--- src/hw/rtl/scig_pkg.sv ---
// scig_pkg: shared types and constants of the stencil column index generator
// used by scig_front, scig_queue, scig_back and the top level
package scig_pkg;

    localparam int CFG_IDX_W  = 3;
    localparam int CFG_DATA_W = 9;
    localparam int SIDE_W     = 9;
    localparam int COORD_W    = 8;
    localparam int AREA_W     = 18;
    localparam int FULL_W     = 28;
    localparam int NODE_W     = 24;
    localparam int COL_W      = 26;
    localparam int SLOT_W     = 5;
    localparam int NF_W       = 4;

    localparam logic [CFG_IDX_W-1:0] REG_GRID_DIMS = 3'd0;
    localparam logic [CFG_IDX_W-1:0] REG_SIZE_X    = 3'd1;
    localparam logic [CFG_IDX_W-1:0] REG_SIZE_Y    = 3'd2;
    localparam logic [CFG_IDX_W-1:0] REG_SIZE_Z    = 3'd3;
    localparam logic [CFG_IDX_W-1:0] REG_FIELDS    = 3'd4;

    localparam logic [1:0]        DIMS_2D      = 2'd2;
    localparam logic [SLOT_W-1:0] LAST_SLOT_2D = 5'd8;
    localparam logic [SLOT_W-1:0] LAST_SLOT_3D = 5'd26;

    typedef struct packed {
        logic              two_d;
        logic [SIDE_W-1:0] nx;
        logic [SIDE_W-1:0] ny;
        logic [SIDE_W-1:0] nz;
        logic [NF_W-1:0]   nf;
    } cfg_t;

    typedef struct packed {
        logic [FULL_W-1:0] center;
        logic [AREA_W-1:0] nxny;
        logic [SIDE_W-1:0] nx;
        logic              xm;
        logic              xp;
        logic              ym;
        logic              yp;
        logic              zm;
        logic              zp;
        logic              bad;
        logic              two_d;
    } desc_t;

    function automatic logic [SIDE_W-1:0] clamp_side(input logic [SIDE_W-1:0] s,
                                                     input logic [SIDE_W-1:0] max_side);
        logic [SIDE_W-1:0] r;
        if (s == '0) begin
            r = SIDE_W'(1);
        end else if (s > max_side) begin
            r = max_side;
        end else begin
            r = s;
        end
        return r;
    endfunction

endpackage

--- src/hw/rtl/scig_front.sv ---
// scig_front: accepts node beats, checks coordinates against the grid and
// computes the center node number; depends on scig_pkg
module scig_front (
    input  logic                           aclk,
    input  logic                           aresetn,
    input  scig_pkg::cfg_t                 cfg,
    input  logic                           s_valid,
    output logic                           s_ready,
    input  logic [scig_pkg::COORD_W-1:0]   s_node_x,
    input  logic [scig_pkg::COORD_W-1:0]   s_node_y,
    input  logic [scig_pkg::COORD_W-1:0]   s_node_z,
    input  logic                           q_full,
    output logic                           q_push,
    output scig_pkg::desc_t                q_data
);

    logic                              b_valid_reg, b_valid_next;
    logic [scig_pkg::COORD_W-1:0]      z_reg;
    logic [scig_pkg::AREA_W-1:0]       yx_reg;
    logic [scig_pkg::AREA_W-1:0]       nxny_reg;
    logic [scig_pkg::SIDE_W-1:0]       nx_reg;
    logic                              xm_reg, xp_reg, ym_reg, yp_reg, zm_reg, zp_reg;
    logic                              bad_reg, two_d_reg;

    logic [scig_pkg::COORD_W-1:0]      z_eff;
    logic [scig_pkg::AREA_W-2:0]       yprod;
    logic [scig_pkg::AREA_W-1:0]       yx_next;
    logic [scig_pkg::AREA_W-1:0]       nxny_next;
    logic [scig_pkg::COL_W-1:0]        zprod;
    logic                              bad_next;

    assign s_ready = !b_valid_reg || !q_full;
    assign q_push  = b_valid_reg && !q_full;

    always_comb begin
        z_eff     = cfg.two_d ? '0 : s_node_z;
        yprod     = s_node_y * cfg.nx;
        yx_next   = {1'b0, yprod} + {10'b0, s_node_x};
        nxny_next = cfg.nx * cfg.ny;
        bad_next  = ({1'b0, s_node_x} >= cfg.nx) || ({1'b0, s_node_y} >= cfg.ny) ||
                    (!cfg.two_d && ({1'b0, s_node_z} >= cfg.nz));
        if (s_ready) begin
            b_valid_next = s_valid;
        end else begin
            b_valid_next = b_valid_reg;
        end
    end

    always_ff @(posedge aclk) begin
        if (!aresetn) begin
            b_valid_reg <= 1'b0;
        end else begin
            b_valid_reg <= b_valid_next;
        end
    end

    always_ff @(posedge aclk) begin
        if (s_ready && s_valid) begin
            z_reg     <= z_eff;
            yx_reg    <= yx_next;
            nxny_reg  <= nxny_next;
            nx_reg    <= cfg.nx;
            xm_reg    <= s_node_x != '0;
            xp_reg    <= ({1'b0, s_node_x} + 9'd1) < cfg.nx;
            ym_reg    <= s_node_y != '0;
            yp_reg    <= ({1'b0, s_node_y} + 9'd1) < cfg.ny;
            zm_reg    <= z_eff != '0;
            zp_reg    <= ({1'b0, z_eff} + 9'd1) < cfg.nz;
            bad_reg   <= bad_next;
            two_d_reg <= cfg.two_d;
        end
    end

    always_comb begin
        zprod         = z_reg * nxny_reg;
        q_data.center = {2'b0, zprod} + {10'b0, yx_reg};
        q_data.nxny   = nxny_reg;
        q_data.nx     = nx_reg;
        q_data.xm     = xm_reg;
        q_data.xp     = xp_reg;
        q_data.ym     = ym_reg;
        q_data.yp     = yp_reg;
        q_data.zm     = zm_reg;
        q_data.zp     = zp_reg;
        q_data.bad    = bad_reg;
        q_data.two_d  = two_d_reg;
    end

endmodule

--- src/hw/rtl/scig_queue.sv ---
// scig_queue: two-entry queue of node descriptors between front and back
// depends on scig_pkg
module scig_queue (
    input  logic            aclk,
    input  logic            aresetn,
    input  logic            push,
    input  scig_pkg::desc_t push_data,
    input  logic            pop,
    output scig_pkg::desc_t head,
    output logic            empty,
    output logic            full
);

    scig_pkg::desc_t mem_reg [2];
    logic            wr_ptr_reg, wr_ptr_next;
    logic            rd_ptr_reg, rd_ptr_next;
    logic [1:0]      count_reg, count_next;

    assign empty = count_reg == 2'd0;
    assign full  = count_reg == 2'd2;
    assign head  = mem_reg[rd_ptr_reg];

    always_comb begin
        wr_ptr_next = push ? !wr_ptr_reg : wr_ptr_reg;
        rd_ptr_next = pop ? !rd_ptr_reg : rd_ptr_reg;
        count_next  = count_reg + {1'b0, push} - {1'b0, pop};
    end

    always_ff @(posedge aclk) begin
        if (!aresetn) begin
            wr_ptr_reg <= 1'b0;
            rd_ptr_reg <= 1'b0;
            count_reg  <= 2'd0;
        end else begin
            wr_ptr_reg <= wr_ptr_next;
            rd_ptr_reg <= rd_ptr_next;
            count_reg  <= count_next;
        end
    end

    always_ff @(posedge aclk) begin
        if (push) begin
            mem_reg[wr_ptr_reg] <= push_data;
        end
    end

endmodule

--- src/hw/rtl/scig_back.sv ---
// scig_back: walks the stencil slots of the head descriptor and forms node numbers and
// first columns, one beat a cycle unless the queue is empty or the output stalls; depends on scig_pkg
module scig_back (
    input  logic                          aclk,
    input  logic                          aresetn,
    input  scig_pkg::cfg_t                cfg,
    input  scig_pkg::desc_t               q_head,
    input  logic                          q_empty,
    output logic                          q_pop,
    output logic                          m_valid,
    input  logic                          m_ready,
    output logic [scig_pkg::SLOT_W-1:0]   m_neighbor_slot,
    output logic [scig_pkg::NODE_W-1:0]   m_neighbor_node,
    output logic [scig_pkg::COL_W-1:0]    m_first_column,
    output logic                          m_bad_coordinate,
    output logic                          m_last
);

    logic [1:0]                     dx_reg, dx_next;
    logic [1:0]                     dy_reg, dy_next;
    logic [1:0]                     dz_reg, dz_next;
    logic [scig_pkg::SLOT_W-1:0]    k_reg, k_next;

    logic                           p1_valid_reg;
    logic [scig_pkg::SLOT_W-1:0]    p1_slot_reg;
    logic [scig_pkg::COL_W-1:0]     p1_node_reg;
    logic                           p1_bad_reg;
    logic                           p1_last_reg;

    logic                           m_valid_reg;
    logic [scig_pkg::SLOT_W-1:0]    m_slot_reg;
    logic [scig_pkg::NODE_W-1:0]    m_node_reg;
    logic [scig_pkg::COL_W-1:0]     m_col_reg;
    logic                           m_bad_reg;
    logic                           m_last_reg;

    logic                           en;
    logic                           step;
    logic                           last_slot;
    logic                           in_x, in_y, in_z, in_grid;
    logic [scig_pkg::FULL_W-1:0]    nx_w, nxny_w, x_term, y_term, z_term, sum;
    logic [scig_pkg::COL_W-1:0]     node_next;
    logic [scig_pkg::COL_W+scig_pkg::NF_W-1:0] col_prod;

    assign en    = !m_valid_reg || m_ready;
    assign step  = en && !q_empty;
    assign q_pop = step && last_slot;

    always_comb begin
        last_slot = k_reg == (q_head.two_d ? scig_pkg::LAST_SLOT_2D : scig_pkg::LAST_SLOT_3D);
        in_x = (dx_reg == 2'd0) ? q_head.xm : (dx_reg == 2'd2) ? q_head.xp : 1'b1;
        in_y = (dy_reg == 2'd0) ? q_head.ym : (dy_reg == 2'd2) ? q_head.yp : 1'b1;
        in_z = q_head.two_d ||
               ((dz_reg == 2'd0) ? q_head.zm : (dz_reg == 2'd2) ? q_head.zp : 1'b1);
        in_grid = !q_head.bad && in_x && in_y && in_z;

        nx_w   = {19'b0, q_head.nx};
        nxny_w = {10'b0, q_head.nxny};
        x_term = (dx_reg == 2'd0) ? '1 : (dx_reg == 2'd2) ? 28'd1 : '0;
        y_term = (dy_reg == 2'd0) ? (28'd0 - nx_w) : (dy_reg == 2'd2) ? nx_w : '0;
        if (q_head.two_d) begin
            z_term = '0;
        end else begin
            z_term = (dz_reg == 2'd0) ? (28'd0 - nxny_w) : (dz_reg == 2'd2) ? nxny_w : '0;
        end
        sum       = q_head.center + x_term + y_term + z_term;
        node_next = in_grid ? sum[scig_pkg::COL_W-1:0] : '0;

        dx_next = dx_reg;
        dy_next = dy_reg;
        dz_next = dz_reg;
        k_next  = k_reg;
        if (step) begin
            if (last_slot) begin
                dx_next = 2'd0;
                dy_next = 2'd0;
                dz_next = 2'd0;
                k_next  = '0;
            end else begin
                k_next = k_reg + 5'd1;
                if (dx_reg == 2'd2) begin
                    dx_next = 2'd0;
                    if (dy_reg == 2'd2) begin
                        dy_next = 2'd0;
                        dz_next = dz_reg + 2'd1;
                    end else begin
                        dy_next = dy_reg + 2'd1;
                    end
                end else begin
                    dx_next = dx_reg + 2'd1;
                end
            end
        end
        col_prod = p1_node_reg * cfg.nf;
    end

    always_ff @(posedge aclk) begin
        if (!aresetn) begin
            dx_reg       <= 2'd0;
            dy_reg       <= 2'd0;
            dz_reg       <= 2'd0;
            k_reg        <= '0;
            p1_valid_reg <= 1'b0;
            m_valid_reg  <= 1'b0;
        end else begin
            dx_reg <= dx_next;
            dy_reg <= dy_next;
            dz_reg <= dz_next;
            k_reg  <= k_next;
            if (en) begin
                p1_valid_reg <= !q_empty;
                m_valid_reg  <= p1_valid_reg;
            end
        end
    end

    always_ff @(posedge aclk) begin
        if (en) begin
            p1_slot_reg <= k_reg;
            p1_node_reg <= node_next;
            p1_bad_reg  <= q_head.bad;
            p1_last_reg <= last_slot;
            m_slot_reg  <= p1_slot_reg;
            m_node_reg  <= p1_node_reg[scig_pkg::NODE_W-1:0];
            m_col_reg   <= col_prod[scig_pkg::COL_W-1:0];
            m_bad_reg   <= p1_bad_reg;
            m_last_reg  <= p1_last_reg;
        end
    end

    assign m_valid          = m_valid_reg;
    assign m_neighbor_slot  = m_slot_reg;
    assign m_neighbor_node  = m_node_reg;
    assign m_first_column   = m_col_reg;
    assign m_bad_coordinate = m_bad_reg;
    assign m_last           = m_last_reg;

`ifndef NO_ASSERTIONS
    a_last_slot: assert property (@(posedge aclk) disable iff (!aresetn)
        m_valid && m_last |->
            (m_neighbor_slot == scig_pkg::LAST_SLOT_2D ||
             m_neighbor_slot == scig_pkg::LAST_SLOT_3D))
        else $error("last beat on a slot that does not end a row");
    a_bad_zero: assert property (@(posedge aclk) disable iff (!aresetn)
        m_valid && m_bad_coordinate |-> (m_neighbor_node == '0 && m_first_column == '0))
        else $error("bad coordinate beat with nonzero node or column");
    a_slot_range: assert property (@(posedge aclk) disable iff (!aresetn)
        k_reg <= scig_pkg::LAST_SLOT_3D)
        else $error("slot counter out of range");
    a_pop_nonempty: assert property (@(posedge aclk) disable iff (!aresetn)
        q_pop |-> !q_empty)
        else $error("pop from an empty queue");
`endif

endmodule

--- src/hw/rtl/stencil_column_index_generator.sv ---
// Stencil column index generator: one node beat in, 9 (2D) or 27 (3D) neighbor beats out.
// First result path: front register, queue entry, back p1 register, back output register.
// The back slot sequencer gives one result beat per cycle unless the output stalls or the queue is empty.
// A two-entry descriptor queue lets the front take new nodes while results still drain.
// Reset (aresetn, synchronous, active low) sets grid_dims=3, sizes=1, fields=1, empties all.
// Depends on scig_pkg, scig_front, scig_queue, scig_back.
module stencil_column_index_generator #(
    parameter int MAX_GRID_SIDE = 256,
    parameter int MAX_FIELDS    = 4
) (
    input  logic                               aclk,
    input  logic                               aresetn,
    input  logic                               cfg_we,
    input  logic [scig_pkg::CFG_IDX_W-1:0]     cfg_index,
    input  logic [scig_pkg::CFG_DATA_W-1:0]    cfg_data,
    input  logic                               s_valid,
    output logic                               s_ready,
    input  logic [scig_pkg::COORD_W-1:0]       s_node_x,
    input  logic [scig_pkg::COORD_W-1:0]       s_node_y,
    input  logic [scig_pkg::COORD_W-1:0]       s_node_z,
    output logic                               m_valid,
    input  logic                               m_ready,
    output logic [scig_pkg::SLOT_W-1:0]        m_neighbor_slot,
    output logic [scig_pkg::NODE_W-1:0]        m_neighbor_node,
    output logic [scig_pkg::COL_W-1:0]         m_first_column,
    output logic                               m_bad_coordinate,
    output logic                               m_last
);

    localparam int MAX_SIDE_I = (MAX_GRID_SIDE > 511) ? 511 : MAX_GRID_SIDE;
    localparam logic [scig_pkg::SIDE_W-1:0] MAX_SIDE_C = scig_pkg::SIDE_W'(MAX_SIDE_I);
    localparam logic [scig_pkg::NF_W-1:0]   MAX_NF_C   = scig_pkg::NF_W'(MAX_FIELDS);

    logic [1:0]                    grid_dims_reg;
    logic [scig_pkg::SIDE_W-1:0]   size_x_reg;
    logic [scig_pkg::SIDE_W-1:0]   size_y_reg;
    logic [scig_pkg::SIDE_W-1:0]   size_z_reg;
    logic [2:0]                    fields_reg;

    scig_pkg::cfg_t                cfg;
    scig_pkg::desc_t               q_data;
    scig_pkg::desc_t               q_head;
    logic                          q_push, q_pop, q_empty, q_full;

    always_ff @(posedge aclk) begin
        if (!aresetn) begin
            grid_dims_reg <= 2'd3;
            size_x_reg    <= 9'd1;
            size_y_reg    <= 9'd1;
            size_z_reg    <= 9'd1;
            fields_reg    <= 3'd1;
        end else if (cfg_we) begin
            unique case (cfg_index)
                scig_pkg::REG_GRID_DIMS: grid_dims_reg <= cfg_data[1:0];
                scig_pkg::REG_SIZE_X:    size_x_reg    <= cfg_data;
                scig_pkg::REG_SIZE_Y:    size_y_reg    <= cfg_data;
                scig_pkg::REG_SIZE_Z:    size_z_reg    <= cfg_data;
                scig_pkg::REG_FIELDS:    fields_reg    <= cfg_data[2:0];
                default: ;
            endcase
        end
    end

    always_comb begin
        cfg.two_d = grid_dims_reg == scig_pkg::DIMS_2D;
        cfg.nx    = scig_pkg::clamp_side(size_x_reg, MAX_SIDE_C);
        cfg.ny    = scig_pkg::clamp_side(size_y_reg, MAX_SIDE_C);
        cfg.nz    = cfg.two_d ? 9'd1 : scig_pkg::clamp_side(size_z_reg, MAX_SIDE_C);
        if (fields_reg == 3'd0) begin
            cfg.nf = 4'd1;
        end else if ({1'b0, fields_reg} > MAX_NF_C) begin
            cfg.nf = MAX_NF_C;
        end else begin
            cfg.nf = {1'b0, fields_reg};
        end
    end

    scig_front u_front (
        .aclk     (aclk),
        .aresetn  (aresetn),
        .cfg      (cfg),
        .s_valid  (s_valid),
        .s_ready  (s_ready),
        .s_node_x (s_node_x),
        .s_node_y (s_node_y),
        .s_node_z (s_node_z),
        .q_full   (q_full),
        .q_push   (q_push),
        .q_data   (q_data)
    );

    scig_queue u_queue (
        .aclk      (aclk),
        .aresetn   (aresetn),
        .push      (q_push),
        .push_data (q_data),
        .pop       (q_pop),
        .head      (q_head),
        .empty     (q_empty),
        .full      (q_full)
    );

    scig_back u_back (
        .aclk             (aclk),
        .aresetn          (aresetn),
        .cfg              (cfg),
        .q_head           (q_head),
        .q_empty          (q_empty),
        .q_pop            (q_pop),
        .m_valid          (m_valid),
        .m_ready          (m_ready),
        .m_neighbor_slot  (m_neighbor_slot),
        .m_neighbor_node  (m_neighbor_node),
        .m_first_column   (m_first_column),
        .m_bad_coordinate (m_bad_coordinate),
        .m_last           (m_last)
    );

endmodule

--- config.mk ---
export PLATFORM = sky130hd
export DESIGN_NAME = stencil_column_index_generator
export DESIGN_NICKNAME = d
export VERILOG_FILES = /design/src/hw/rtl/scig_pkg.sv /design/src/hw/rtl/scig_front.sv /design/src/hw/rtl/scig_queue.sv /design/src/hw/rtl/scig_back.sv /design/src/hw/rtl/stencil_column_index_generator.sv
export SDC_FILE = /design/constraint.sdc
export NUM_CORES = 1
export LEC_CHECK = 0
export BUFFER_PORTS_ARGS = -buffer_cell sky130_fd_sc_hd__clkbuf_2
export CAP_MARGIN = 30
export CORE_ASPECT_RATIO = 0.75
export CORE_UTILIZATION = 35
export DETAILED_ROUTE_END_ITERATION = 10
export PLACE_DENSITY = 0.56
export SYNTH_ARGS = -nofsm -noshare
export SYNTH_HDL_FRONTEND = slang
export SYNTH_HIERARCHICAL = 1
export SYNTH_SLANG_ARGS = --single-unit
--- constraint.sdc ---
create_clock -name aclk -period 9.75 [get_ports aclk]
set_clock_uncertainty 0.1 [all_clocks]
set_input_delay 1.4625 -clock aclk [delete_from_list [all_inputs] [get_ports aclk]]
set_output_delay 1.4625 -clock aclk [all_outputs]
set_load 0.01 [all_outputs]
# Word level (Yosys, flattened, before mapping)
# Memories as Yosys holds them, arrays and structs flattened. A register that Yosys moved wholly into a read port is not among the register bits.
# Index checks and enable logic that the tools add are counted.
# word_totals
regBits,201
ram_bits,124
inputBits,41
out_inout_bits,59
wordCells,156
memories,1
# memory_table
memory,words,width,rd,rd_clocked_by_memory_dff,write_ports,line_no,text
u_queue.mem_reg,2,62,1,1,1,scig_queue.sv:14,scig_pkg::desc_t mem_reg [2];
# classes
n_addsub,16
n_mul,4
magnitude_cmp,10
eq_ne,10
muxes,37
reduce_logical,42
# ops
operator,n
$mux 26,4
$add 26x26->26,3
$mux 9,8
$add 26x18->27,1
$add 8x1->9 const B,3
$ge 8x9->1,3
$gt 9x9->1 const B,3
$logic_not 9->1,3
$lt 9x9->1,3
$mul 26x3->26,1
$mul 8x18->26,1
$reduce_bool 8->1,3
$sub 1x18->19 const A,1
$add 17x8->18,1
$mul 9x9->18,1
$mux 18,1
$mul 8x9->17,1
$mux 2,8
$reduce_and 2->1,6
$mux 1,11
$eq 2x2->1 const B,5
$mux 5,2
$sub 1x9->10 const A,1
$logic_and 1x1->1,8
other kinds (17),37

# Depth between registers and ports, before layout
# Gate-level depths: netlist of run 1.
# logic_depth
ltp_word,7
mapped_depth,22
mapped_depth_nobuf,21

# Hierarchy
# The synthesis of run 1 kept the hierarchy.
# by_module_without_submodules
mod,instances,cells_per_inst,area_per_inst_um2,seq_area_each_um2
scig_front,1,1546,13872.1,1851.8
scig_back,1,936,9271.4,2962.8
scig_queue,1,217,5074.9,3883.7
stencil_column_index_generator,1,172,1516.5,640.6

# Least setup slack after synthesis of run 1
# OpenSTA, ideal clock, no wires.
# synth_path
path_type,register to register
startpoint,register (tool-made name)
endpoint,register u_back/p1_node_reg[23] (netlist bit) (data pin)
setup_time_ps,259
arrival_ps,5869
t_required_ps,9391
slack_ps,3522
stages_incl_launch_ff,18
path_buffers,2
period_less_slack_ps,6228
cell_sequence,dfxtp_1 buf_6 buf_12 mux2_4 nor3_1 nand3_1 o31ai_1 fa_1 fa_1 inv_1 ha_1 a21o_1 a21o_1 a21oi_1 nand2_1 a31oi_1 nor4_1 a211o_1
# synth_rtl
element,line_no,text
to (signal assigned),scig_back.sv:120,p1_node_reg <= node_next;
to (decl),scig_back.sv:26,logic [scig_pkg::COL_W-1:0] p1_node_reg;

==> key figures, run 1 <==
Finish
  • Utilization after layout: 0.392
  • ANT cells: 0
  • Nets: between 3,000 and 4,000
  • Syn-to-layout area delta: 9.94%
  • Layout Cells excl Fill: ~4,100
  • Filler cell count: 8,233
  • Largest register FFs: between 100 and 150
  • Share of cells above drive strength 1: 0.0991
  • Design area: 32,400 um^2

Die
  • Initial core utilization: 0.356
  • Core Region: 82,800 um^2
  • Die height: ~250 um
  • Rows: 91
  • DIE WIDTH: 337 um
  • Die ar.: 85,400 um^2
  • # IOs: 100

CTS
  • Clk pin slew, worst setup/hold paths: approximately 0.070 ns
  • CTS sink count: roughly 320
  • Post-CTS Hold Fix Bufs: 0
  • H-tree depth: 2
  • Worst skew pair latency: 0.56 ns
  • Num CTS Buffers: 37
  • Post-CTS Setup Bufs: 0
  • Maximum buffer depth of the clock tree: 3
  • Post-CTS resize count: 0
  • Clock root buffer master: clkbuf_16
  • CTS tree: built

Timing
  • Worst slew margin: 0.313
  • F_max: ~170 MHz
  • Hold Slack: approximately 0.31 ns
  • Setup_tns: 0 ns
  • RSZ-0062 raised after global routing: no
  • Fin. max-slew vios: 0
  • Final hold vios: 0
  • Final setup violation count: 0
  • Crit share post-route: 0.601
  • Tightest Pin Transition: 1.02 ns
  • Final min period: just under 6 ns

Synth
  • Syn Std Cell Area: 29,500 um^2
  • Syn avg cell area: roughly 10 um^2
  • Mapped Cells: 2,851
  • Ys Warns: 6

Min path
  • Hold WC Path Type: reg2reg

Placement
  • Gpl congestion: roughly 0.83
  • Placed cell area: about 31,000 um^2
  • DP HPWL: between 40,000 and 50,000 um
  • Port bufs: a little under 100
  • Dpl cells: 4,006

Global route
  • Via count of the first global-routing pass: a little under 20,000
  • Grt ovf: 0
  • Largest net degree at the start of global routing: 63
  • Tot GR Track Use: 0.154
  • Antenna violations before repair: 0
  • First-pass GRT wire length: around 110,000 um

Power
  • Peak VDD IR: 0.167 mV
  • P_leak: roughly 15 nW
  • P per Cell Area: 208 nW/um^2

Route
  • WL per Instance: about 16 um
  • Total wire length: about 64,000 um
  • DRT iter0 DRCs: ~1,100
  • Remaining DRCs: 0
  • DRT Pass-1 Iters: 5
  • Vias post-DR: between 15,000 and 20,000
  • Antenna viol nets, final: 0
  • Via density: 4.73

Worst setup path
  • CP arrival: a little over 6 ns
  • Crit Path Class: reg2reg
  • CP Max Fanout: 46
  • Crit path required time: about 10 ns
  • Crit path capture type: flop
  • Worst Setup Start Kind: flop

Status
  • Status: finished clean

Job
  • Max_cap viols: 0
## layout make-up
| class | instances | area, um^2 | area share |
|---|---|---|---|
| sequential | 324 | 9220 | 0.285 |
| clock buffer | 48 | 1030 | 0.0317 |
| clock inverter | 20 | 213 | 0.00656 |
| inverter | 499 | 1870 | 0.0578 |
| timing repair buffer | 124 | 733 | 0.0226 |
| tap | 1116 | 1400 | 0.0431 |
| multi-input combinational | 1943 | 17900 | 0.554 |
## critical path, cell delays in order (launching register included)
cell and delay, ns:
dfxtp_4 0.53, buf_4 0.74, mux2_4 0.37, or3_4 0.41
or4_4 0.44, or3_4 0.34, o311a_4 0.39, inv_1 0.30
fa_1 0.45, inv_1 0.07, ha_1 0.27, o21ai_0 0.22
nor2b_1 0.23, a31oi_1 0.06, a31oi_1 0.29, nor4_1 0.10
a211o_1 0.27
## metrics by stage
| stage | total power, mW | worst slack [ns] |
|---|---|---|
| after floorplan | 4.51 | 3.53 |
| after global placement | 5.31 | 3.45 |
| after CTS | 6.80 | 3.87 |
| after global routing | 7.33 | 3.50 |
| after detailed placement | 5.33 | 3.80 |
| final | 6.73 | 3.89 |
## per-layer routing
metal / track usage / routed length [um] / vias to the layer above
li1: - / - / 9443
met4: 0.0292 / 881 / 0
met1: 0.227 / 32700 / 9478
met5: 0 / 0 / -
met2: 0.236 / 27100 / 288
met3: 0.0273 / 2940 / 59
## cells in the final DEF, fill, tap and decap left out, drive strengths merged, types with 6 or more instances in the layout
cell	n
a211oi	12
a21boi	14
a21o	36
a21oi	97
a31oi	18
and2	186
and3	11
buf	25
clkbuf	147
clkinv	15
dfxtp	51
edfxtp	273
fa	309
ha	241
inv	500
mux2	64
mux2i	10
nand2	297
nand2b	20
nand3	48
nand4	11
nor2	126
nor2b	53
nor3	27
nor3b	8
nor4	6
o211ai	14
o21a	15
o21ai	90
o21bai	10
o31ai	10
or3	12
xnor2	77
xor2	49
## final timing paths
check | slack, ns | endpoint | start | depth (start not counted)
min | 0.31 | u_back/m_bad_coordinate$_DFFE_PN_ | u_back/p1_bad_reg$_DFFE_PN_ | 0
max reg2reg | 3.89 | u_back/p1_node_reg[23]$_SDFFCE_PN0N_ | flop | 16
max | 3.89 | u_back/p1_node_reg[23]$_SDFFCE_PN0N_ | flop | 16
min reg2reg | 0.31 | u_back/m_bad_coordinate$_DFFE_PN_ | u_back/p1_bad_reg$_DFFE_PN_ | 0
## report_power, final
group / total, mW / internal, mW / switching [mW]
clock network: 1.43 / 0.833 / 0.594
logic: 3.29 / 1.35 / 1.94
registers: 2.01 / 1.88 / 0.131
total: 6.73 / 4.07 / 2.67
(Power assumes the default switching activity.)
==> run 2, diff against run 1 <==
- clock period: 9.75 -> 6.1 ns (I/O delays scaled with it)
==> run 2 against run 1 <==
Compared with the run above:
- clock power up 48%
- critical path depth did not move
- sequential share of layout area about the same
- fmax increased by 6.9%
- via count is 0.82% higher
- highest routed layer unchanged
- sequential power up 60%
- critical path type unchanged
- sequential cell count is the same
- largest cell class unchanged
- cell count increased by 0.34%
- largest power group unchanged
- non-clock buffer count is 13 higher
==> key figures, run 2 (synthesized netlist as in run 1, its figures left out) <==
Power
  • P per Cell Area: 328 nW/um^2
  • P_leak: ~15 nW
  • Peak VDD IR: approximately 0.22 mV

Global route
  • Via count of the first global-routing pass: 20,000
  • GRT met1 Usage: 0.228
  • Tot GR Track Use: 0.157
  • Antenna violations before repair: 0
  • Largest net degree at the start of global routing: between 60 and 70
  • Busiest grt layer: met2
  • Met2 Use GR: 0.243
  • First-pass GRT wire length: 108,000 um
  • Grt ovf: 0
  • GR Layer Usage met3: 0.0305

Worst setup path
  • CP arrival: between 5 and 6 ns
  • Reg-to-Reg Start: u_front/z_reg[0]$_DFFE_PP_
  • Worst Setup Start Kind: flop
  • Crit Path Class: reg2reg
  • Crit path required time: around 6.3 ns
  • CP Max Fanout: 18
  • Reg-to-reg setup timing slack: between 0.6 and 0.7 ns
  • Reg2Reg Capture Point: u_queue/mem_reg[0][58]$_DFFE_PP_
  • Path depth of the worst reg2reg path: 16
  • Crit path capture type: flop

Placement
  • DP HPWL: between 50,000 and 60,000 um
  • Gpl congestion: around 0.86
  • Port bufs: just under 100
  • Dpl cells: around 4,000
  • Placed cell area: ~31,000 um^2

Min path
  • Hold path cells: 0
  • Hold_sp: u_back/p1_last_reg$_DFFE_PN_
  • Hold Path Sink: u_back/m_last$_DFFE_PN_
  • Hold WC Path Type: reg2reg

Route
  • Vias post-DR: around 19,000
  • DRT iter0 DRCs: approximately 1,100
  • Via density: 4.75
  • Remaining DRCs: 0
  • WL per Instance: approximately 16 um
  • Antenna viol nets, final: 0
  • Total wire length: around 65,000 um
  • DRT Pass-1 Iters: 5

Timing
  • F_max: 182 MHz
  • RSZ-0062 raised after global routing: no
  • Tightest Pin Transition: between 0.9 and 1 ns
  • Worst slew margin: 0.365
  • Crit share post-route: 0.899
  • Fin. max-slew vios: 0
  • Final hold vios: 0
  • Final min period: 5.49 ns
  • Final setup violation count: 0
  • Setup_tns: 0 ns

Finish
  • Design area: approximately 32,000 um^2
  • Nets: about 3,500
  • Syn-to-layout area delta: 9.83%
  • Commonest non-fill, non-tap cells in the layout: 497 x inv_1, 309 x fa_1, 297 x nand2_1
  • Layout Cells excl Fill: between 4,000 and 5,000
  • Share of cells above drive strength 1: 0.100
  • Most common cell after layout, fill and taps aside: inv_1
  • Largest register FFs: between 100 and 150

CTS
  • Worst skew pair latency: approximately 0.55 ns
  • Post-CTS Hold Fix Bufs: 0
  • Num CTS Buffers: 38
  • Post-CTS Setup Bufs: 0
  • Post-CTS resize count: 0
  • H-tree depth: 2
  • Clk pin slew, worst setup/hold paths: roughly 0.060 ns
  • Maximum buffer depth of the clock tree: 3
  • CTS sink count: between 300 and 400
  • Clock root buffer master: clkbuf_16
  • CTS tree: built

Die
  • # IOs: 100
  • Rows: between 90 and 100
  • Die ar.: roughly 85,000 um^2
  • Die height: 253 um
  • Initial core utilization: 0.356
  • DIE WIDTH: around 340 um
  • Core Region: ~83,000 um^2

Status
  • Status: finished clean

Job
  • Max_cap viols: 0
[run 2: cell count changes in the layout (fill, tap and decap cells not counted), sizes merged]
cell           previous run  this run
bufinv                    3         0
buf                      25        37
clkbuf                  147       150
clkinv                   15        11
clkdlybuf4s15             0         1
diode                     0         1
inv                     500       504
[run 2: how the worst max path moves through the flow]
stage	cells after the start	to	startpoint	slack, ns
after floorplan	17	u_back/p1_node_reg[23]$_SDFFCE_PN0N_	flop	0.58
after global placement	17	u_front/yx_reg[12]$_DFFE_PP_	s_node_y[0]	0.69
after detailed placement	16	u_back/p1_node_reg[23]$_SDFFCE_PN0N_	flop	0.64
after CTS	16	u_back/p1_node_reg[23]$_SDFFCE_PN0N_	flop	0.64
after global routing	21	u_front/yx_reg[14]$_DFFE_PP_	size_x_reg[1]$_SDFFE_PN0P_	0.11
final	16	u_queue/mem_reg[0][58]$_DFFE_PP_	u_front/z_reg[0]$_DFFE_PP_	0.61
[run 2: per-stage QoR]
step            util  power, mW  hold WS, ns  setup slack, ns
6_report       0.391       10.6        0.316            0.615
5_1_grt        0.391       11.6        0.323            0.112
4_1_cts        0.391       10.7        0.316            0.638
3_5_place_dp   0.377       8.57        0.305            0.640
3_3_place_gp   0.377       8.55        0.301            0.686
2_1_floorplan      -       7.21        0.300            0.584
[run 2: where the power goes]
group          internal (mW)  switching [mW]
clock network           1.21           0.906
registers               3.01           0.204
logic                   2.16            3.14
[run 2: final cells by class]
cell class | instances | area (um^2)
multi-input cells | 1943 | 17900
fillers | 8237 | 50400
inverters | 499 | 1880
repair buffers | 137 | 797
diodes | 1 | 2.50
clock buffers | 51 | 1040
flip-flops and latches | 324 | 9220
well taps | 1116 | 1400
clock inverters | 17 | 113
[run 2: worst max-delay path, cell delays in order, from the launching register on]
cell,delay (ns)
edfxtp_1,0.79
nand2_1,0.16
fa_1,0.52
inv_1,0.05
fa_1,0.48
fa_1,0.55
inv_1,0.05
fa_1,0.47
inv_1,0.04
ha_1,0.35
and2_1,0.18
nor2_1,0.15
o211ai_1,0.15
a221o_1,0.41
a211oi_1,0.42
o21ai_0,0.17
xor2_1,0.17
[run 2: routing by layer]
| metal | share of wire | vias to the layer above |
|---|---|---|
| met1 | 0.50 | 9530 |
| met3 | 0.056 | 55 |
| met2 | 0.43 | 359 |
| li1 | - | 9482 |
| met4 | 0.013 | 0 |
| met5 | 0 | - |
==> run 3, diff against run 2 <==
- BUFFER_PORTS_ARGS: -buffer_cell sky130_fd_sc_hd__clkbuf_2 -> default
- DONT_BUFFER_PORTS: default -> 1
- PLACE_DENSITY: 0.56 -> 0.55
==> run 3 against run 2 <==
Compared with the run above:
- count of clock-buffer cells in the layout fell by 10
- fmax is 2.2% lower
- cell count is 2.5% lower
- register-to-register slack worse by 0.12 ns
- via count is 1.1% lower
- critical path depth up 3
- die area is the same
- worst hold slack improved by 0.00095 ns
- critical path type unchanged
- largest power group unchanged
==> key figures, run 3 (synthesized netlist as in run 1, its figures left out) <==
CTS
  • Post-CTS Hold Fix Bufs: 0
  • Clk pin slew, worst setup/hold paths: roughly 0.060 ns
  • Maximum buffer depth of the clock tree: 3
  • Clock root buffer master: clkbuf_16
  • Worst skew pair latency: around 0.56 ns
  • Post-CTS Setup Bufs: 0
  • H-tree depth: 2
  • CTS tree: built
  • CTS sink count: around 320
  • Num CTS Buffers: 38
  • Post-CTS resize count: 0

Timing
  • RSZ-0062 raised after global routing: no
  • Tightest Pin Transition: roughly 1.1 ns
  • Fin. max-slew vios: 0
  • Worst slew margin: 0.285
  • Final min period: 5.61 ns
  • Final setup violation count: 0
  • Crit share post-route: 0.920
  • Setup_tns: 0 ns
  • F_max: around 180 MHz
  • Final hold vios: 0

Placement
  • Port bufs: 0
  • Gpl congestion: around 0.84
  • Dpl cells: 3,917
  • DP HPWL: roughly 51,000 um

Worst setup path
  • Kind of cell adding the most delay to the critical path: adder cells
  • Worst Setup Start Kind: flop
  • CP Max Fanout: 11
  • CP max stage cell: nor2_1
  • Bufs and invs on worst path: 3
  • Crit path capture type: flop
  • Crit-path cells: nor4_1 -> a21oi_1 -> nor2_1 -> nand2_1 -> fa_1 -> fa_1 -> inv_1 -> ha_1 -> inv_1 -> fa_1 -> inv_1 -> ha_1 -> a21o_1 -> a21oi_1 -> o21ai_0 -> o31a_1 -> a311oi_1 -> o21ba_2 -> xnor2_1
  • Crit path required time: between 6 and 7 ns
  • Crit Path Class: reg2reg
  • CP arrival: slightly below 6 ns
  • Slowest Stage Delay on Critical Path: between 0.6 and 0.7 ns

Power
  • Peak VDD IR: 0.265 mV
  • P_leak: approximately 14 nW
  • P per Cell Area: ~330 nW/um^2

Route
  • Via density: 4.82
  • DRT Pass-1 Iters: 5
  • Total wire length: 64,800 um
  • Remaining DRCs: 0
  • DRT iter0 DRCs: between 1,000 and 1,500
  • WL per Instance: around 16 um
  • Antenna viol nets, final: 0
  • Vias post-DR: 19,200

Die
  • Die height: about 250 um
  • DIE WIDTH: 337 um
  • # IOs: 100
  • Die ar.: 85,400 um^2
  • Initial core utilization: 0.356
  • Rows: 91
  • Core Region: between 80,000 and 90,000 um^2

Finish
  • Nets: between 3,000 and 4,000
  • Largest register FFs: about 120
  • Syn-to-layout area delta: 8.51%
  • Layout Cells excl Fill: about 4,000
  • Most common cell after layout, fill and taps aside: inv_1
  • Commonest non-fill, non-tap cells in the layout: 497 x inv_1, 309 x fa_1, 297 x nand2_1
  • ANT cells: 0
  • Share of cells above drive strength 1: 0.0714

Global route
  • Via count of the first global-routing pass: 20,000
  • Grt ovf: 0
  • Tot GR Track Use: 0.158
  • Antenna violations before repair: 0
  • First-pass GRT wire length: 108,000 um
  • Largest net degree at the start of global routing: just over 60

Job
  • Max_cap viols: 0

Status
  • Status: finished clean

Min path
  • Hold WC Path Type: reg2reg
run 3: cell count changes in the layout (fill, tap and decap cells not counted), moves of 2 or more:
cell       change
clkinv_2       +4
clkbuf_1       -6
buf_4          -3
clkinv_1       -2
bufinv_16      +3
clkbuf_2     -101
clkinv_8       +2
clkinv_4       +2
run 3: power breakdown:
group	internal, mW	leakage [nW]	switching, mW	total (mW)
sequential	3.02	3.20	0.274	3.29
combinational	2.08	10.6	2.97	5.06
clock	1.32	0.621	0.968	2.29
run 3: final timing paths:
| kind | from | end | slack (ns) | cells after the start |
|---|---|---|---|---|
| setup / recovery | size_y_reg[4]$_SDFFE_PN0P_ | u_front/nxny_reg[17]$_DFFE_PP_ | 0.49 | 19 |
| hold / removal | u_back/p1_bad_reg$_DFFE_PN_ | u_back/m_bad_coordinate$_DFFE_PN_ | 0.32 | 0 |
| setup reg to reg | size_y_reg[4]$_SDFFE_PN0P_ | u_front/nxny_reg[17]$_DFFE_PP_ | 0.49 | 19 |
| hold reg to reg | u_back/p1_bad_reg$_DFFE_PN_ | u_back/m_bad_coordinate$_DFFE_PN_ | 0.32 | 0 |
run 3: layout make-up:
class	instances	area [um^2]
timing repair buffer	35	290
fill	8242	50800
clock buffer	41	983
inverter	499	1880
multi-input combinational	1943	17900
tap	1116	1400
sequential	324	9220
clock inverter	28	287
run 3: metrics by stage:
| step | instance area [um^2] | hold WS [ns] | utilization | total power, mW | worst slack, ns |
|---|---|---|---|---|---|
| 4_1_cts | 32000 | 0.289 | 0.386 | 10.7 | 0.579 |
| 3_5_place_dp | 30700 | 0.305 | 0.371 | 8.40 | 0.592 |
| 2_1_floorplan | 29500 | 0.300 | - | 7.21 | 0.584 |
| 5_1_grt | 32000 | 0.301 | 0.386 | 11.6 | 0.205 |
| 3_3_place_gp | 30700 | 0.300 | 0.371 | 8.38 | 0.639 |
| 6_report | 32000 | 0.317 | 0.386 | 10.6 | 0.490 |
run 3: layer usage:
metal  part of all wire  vias up  global-route usage
li1                   -     9271                   -
met1               0.53     9556               0.238
met2               0.42      319               0.243
met3              0.040       60              0.0200
met4              0.012        0              0.0282
met5                  0        -                   0
run 3: worst register-to-register path, stage by stage, from the launching register on:
cell and delay, ns:
dfxtp_1 0.32, nor4_1 0.31, a21oi_1 0.11, nor2_1 0.66
nand2_1 0.16, fa_1 0.48, fa_1 0.51, inv_1 0.04
ha_1 0.26, inv_1 0.05, fa_1 0.58, inv_1 0.05
ha_1 0.28, a21o_1 0.15, a21oi_1 0.20, o21ai_0 0.16
o31a_1 0.31, a311oi_1 0.37, o21ba_2 0.19, xnor2_1 0.06
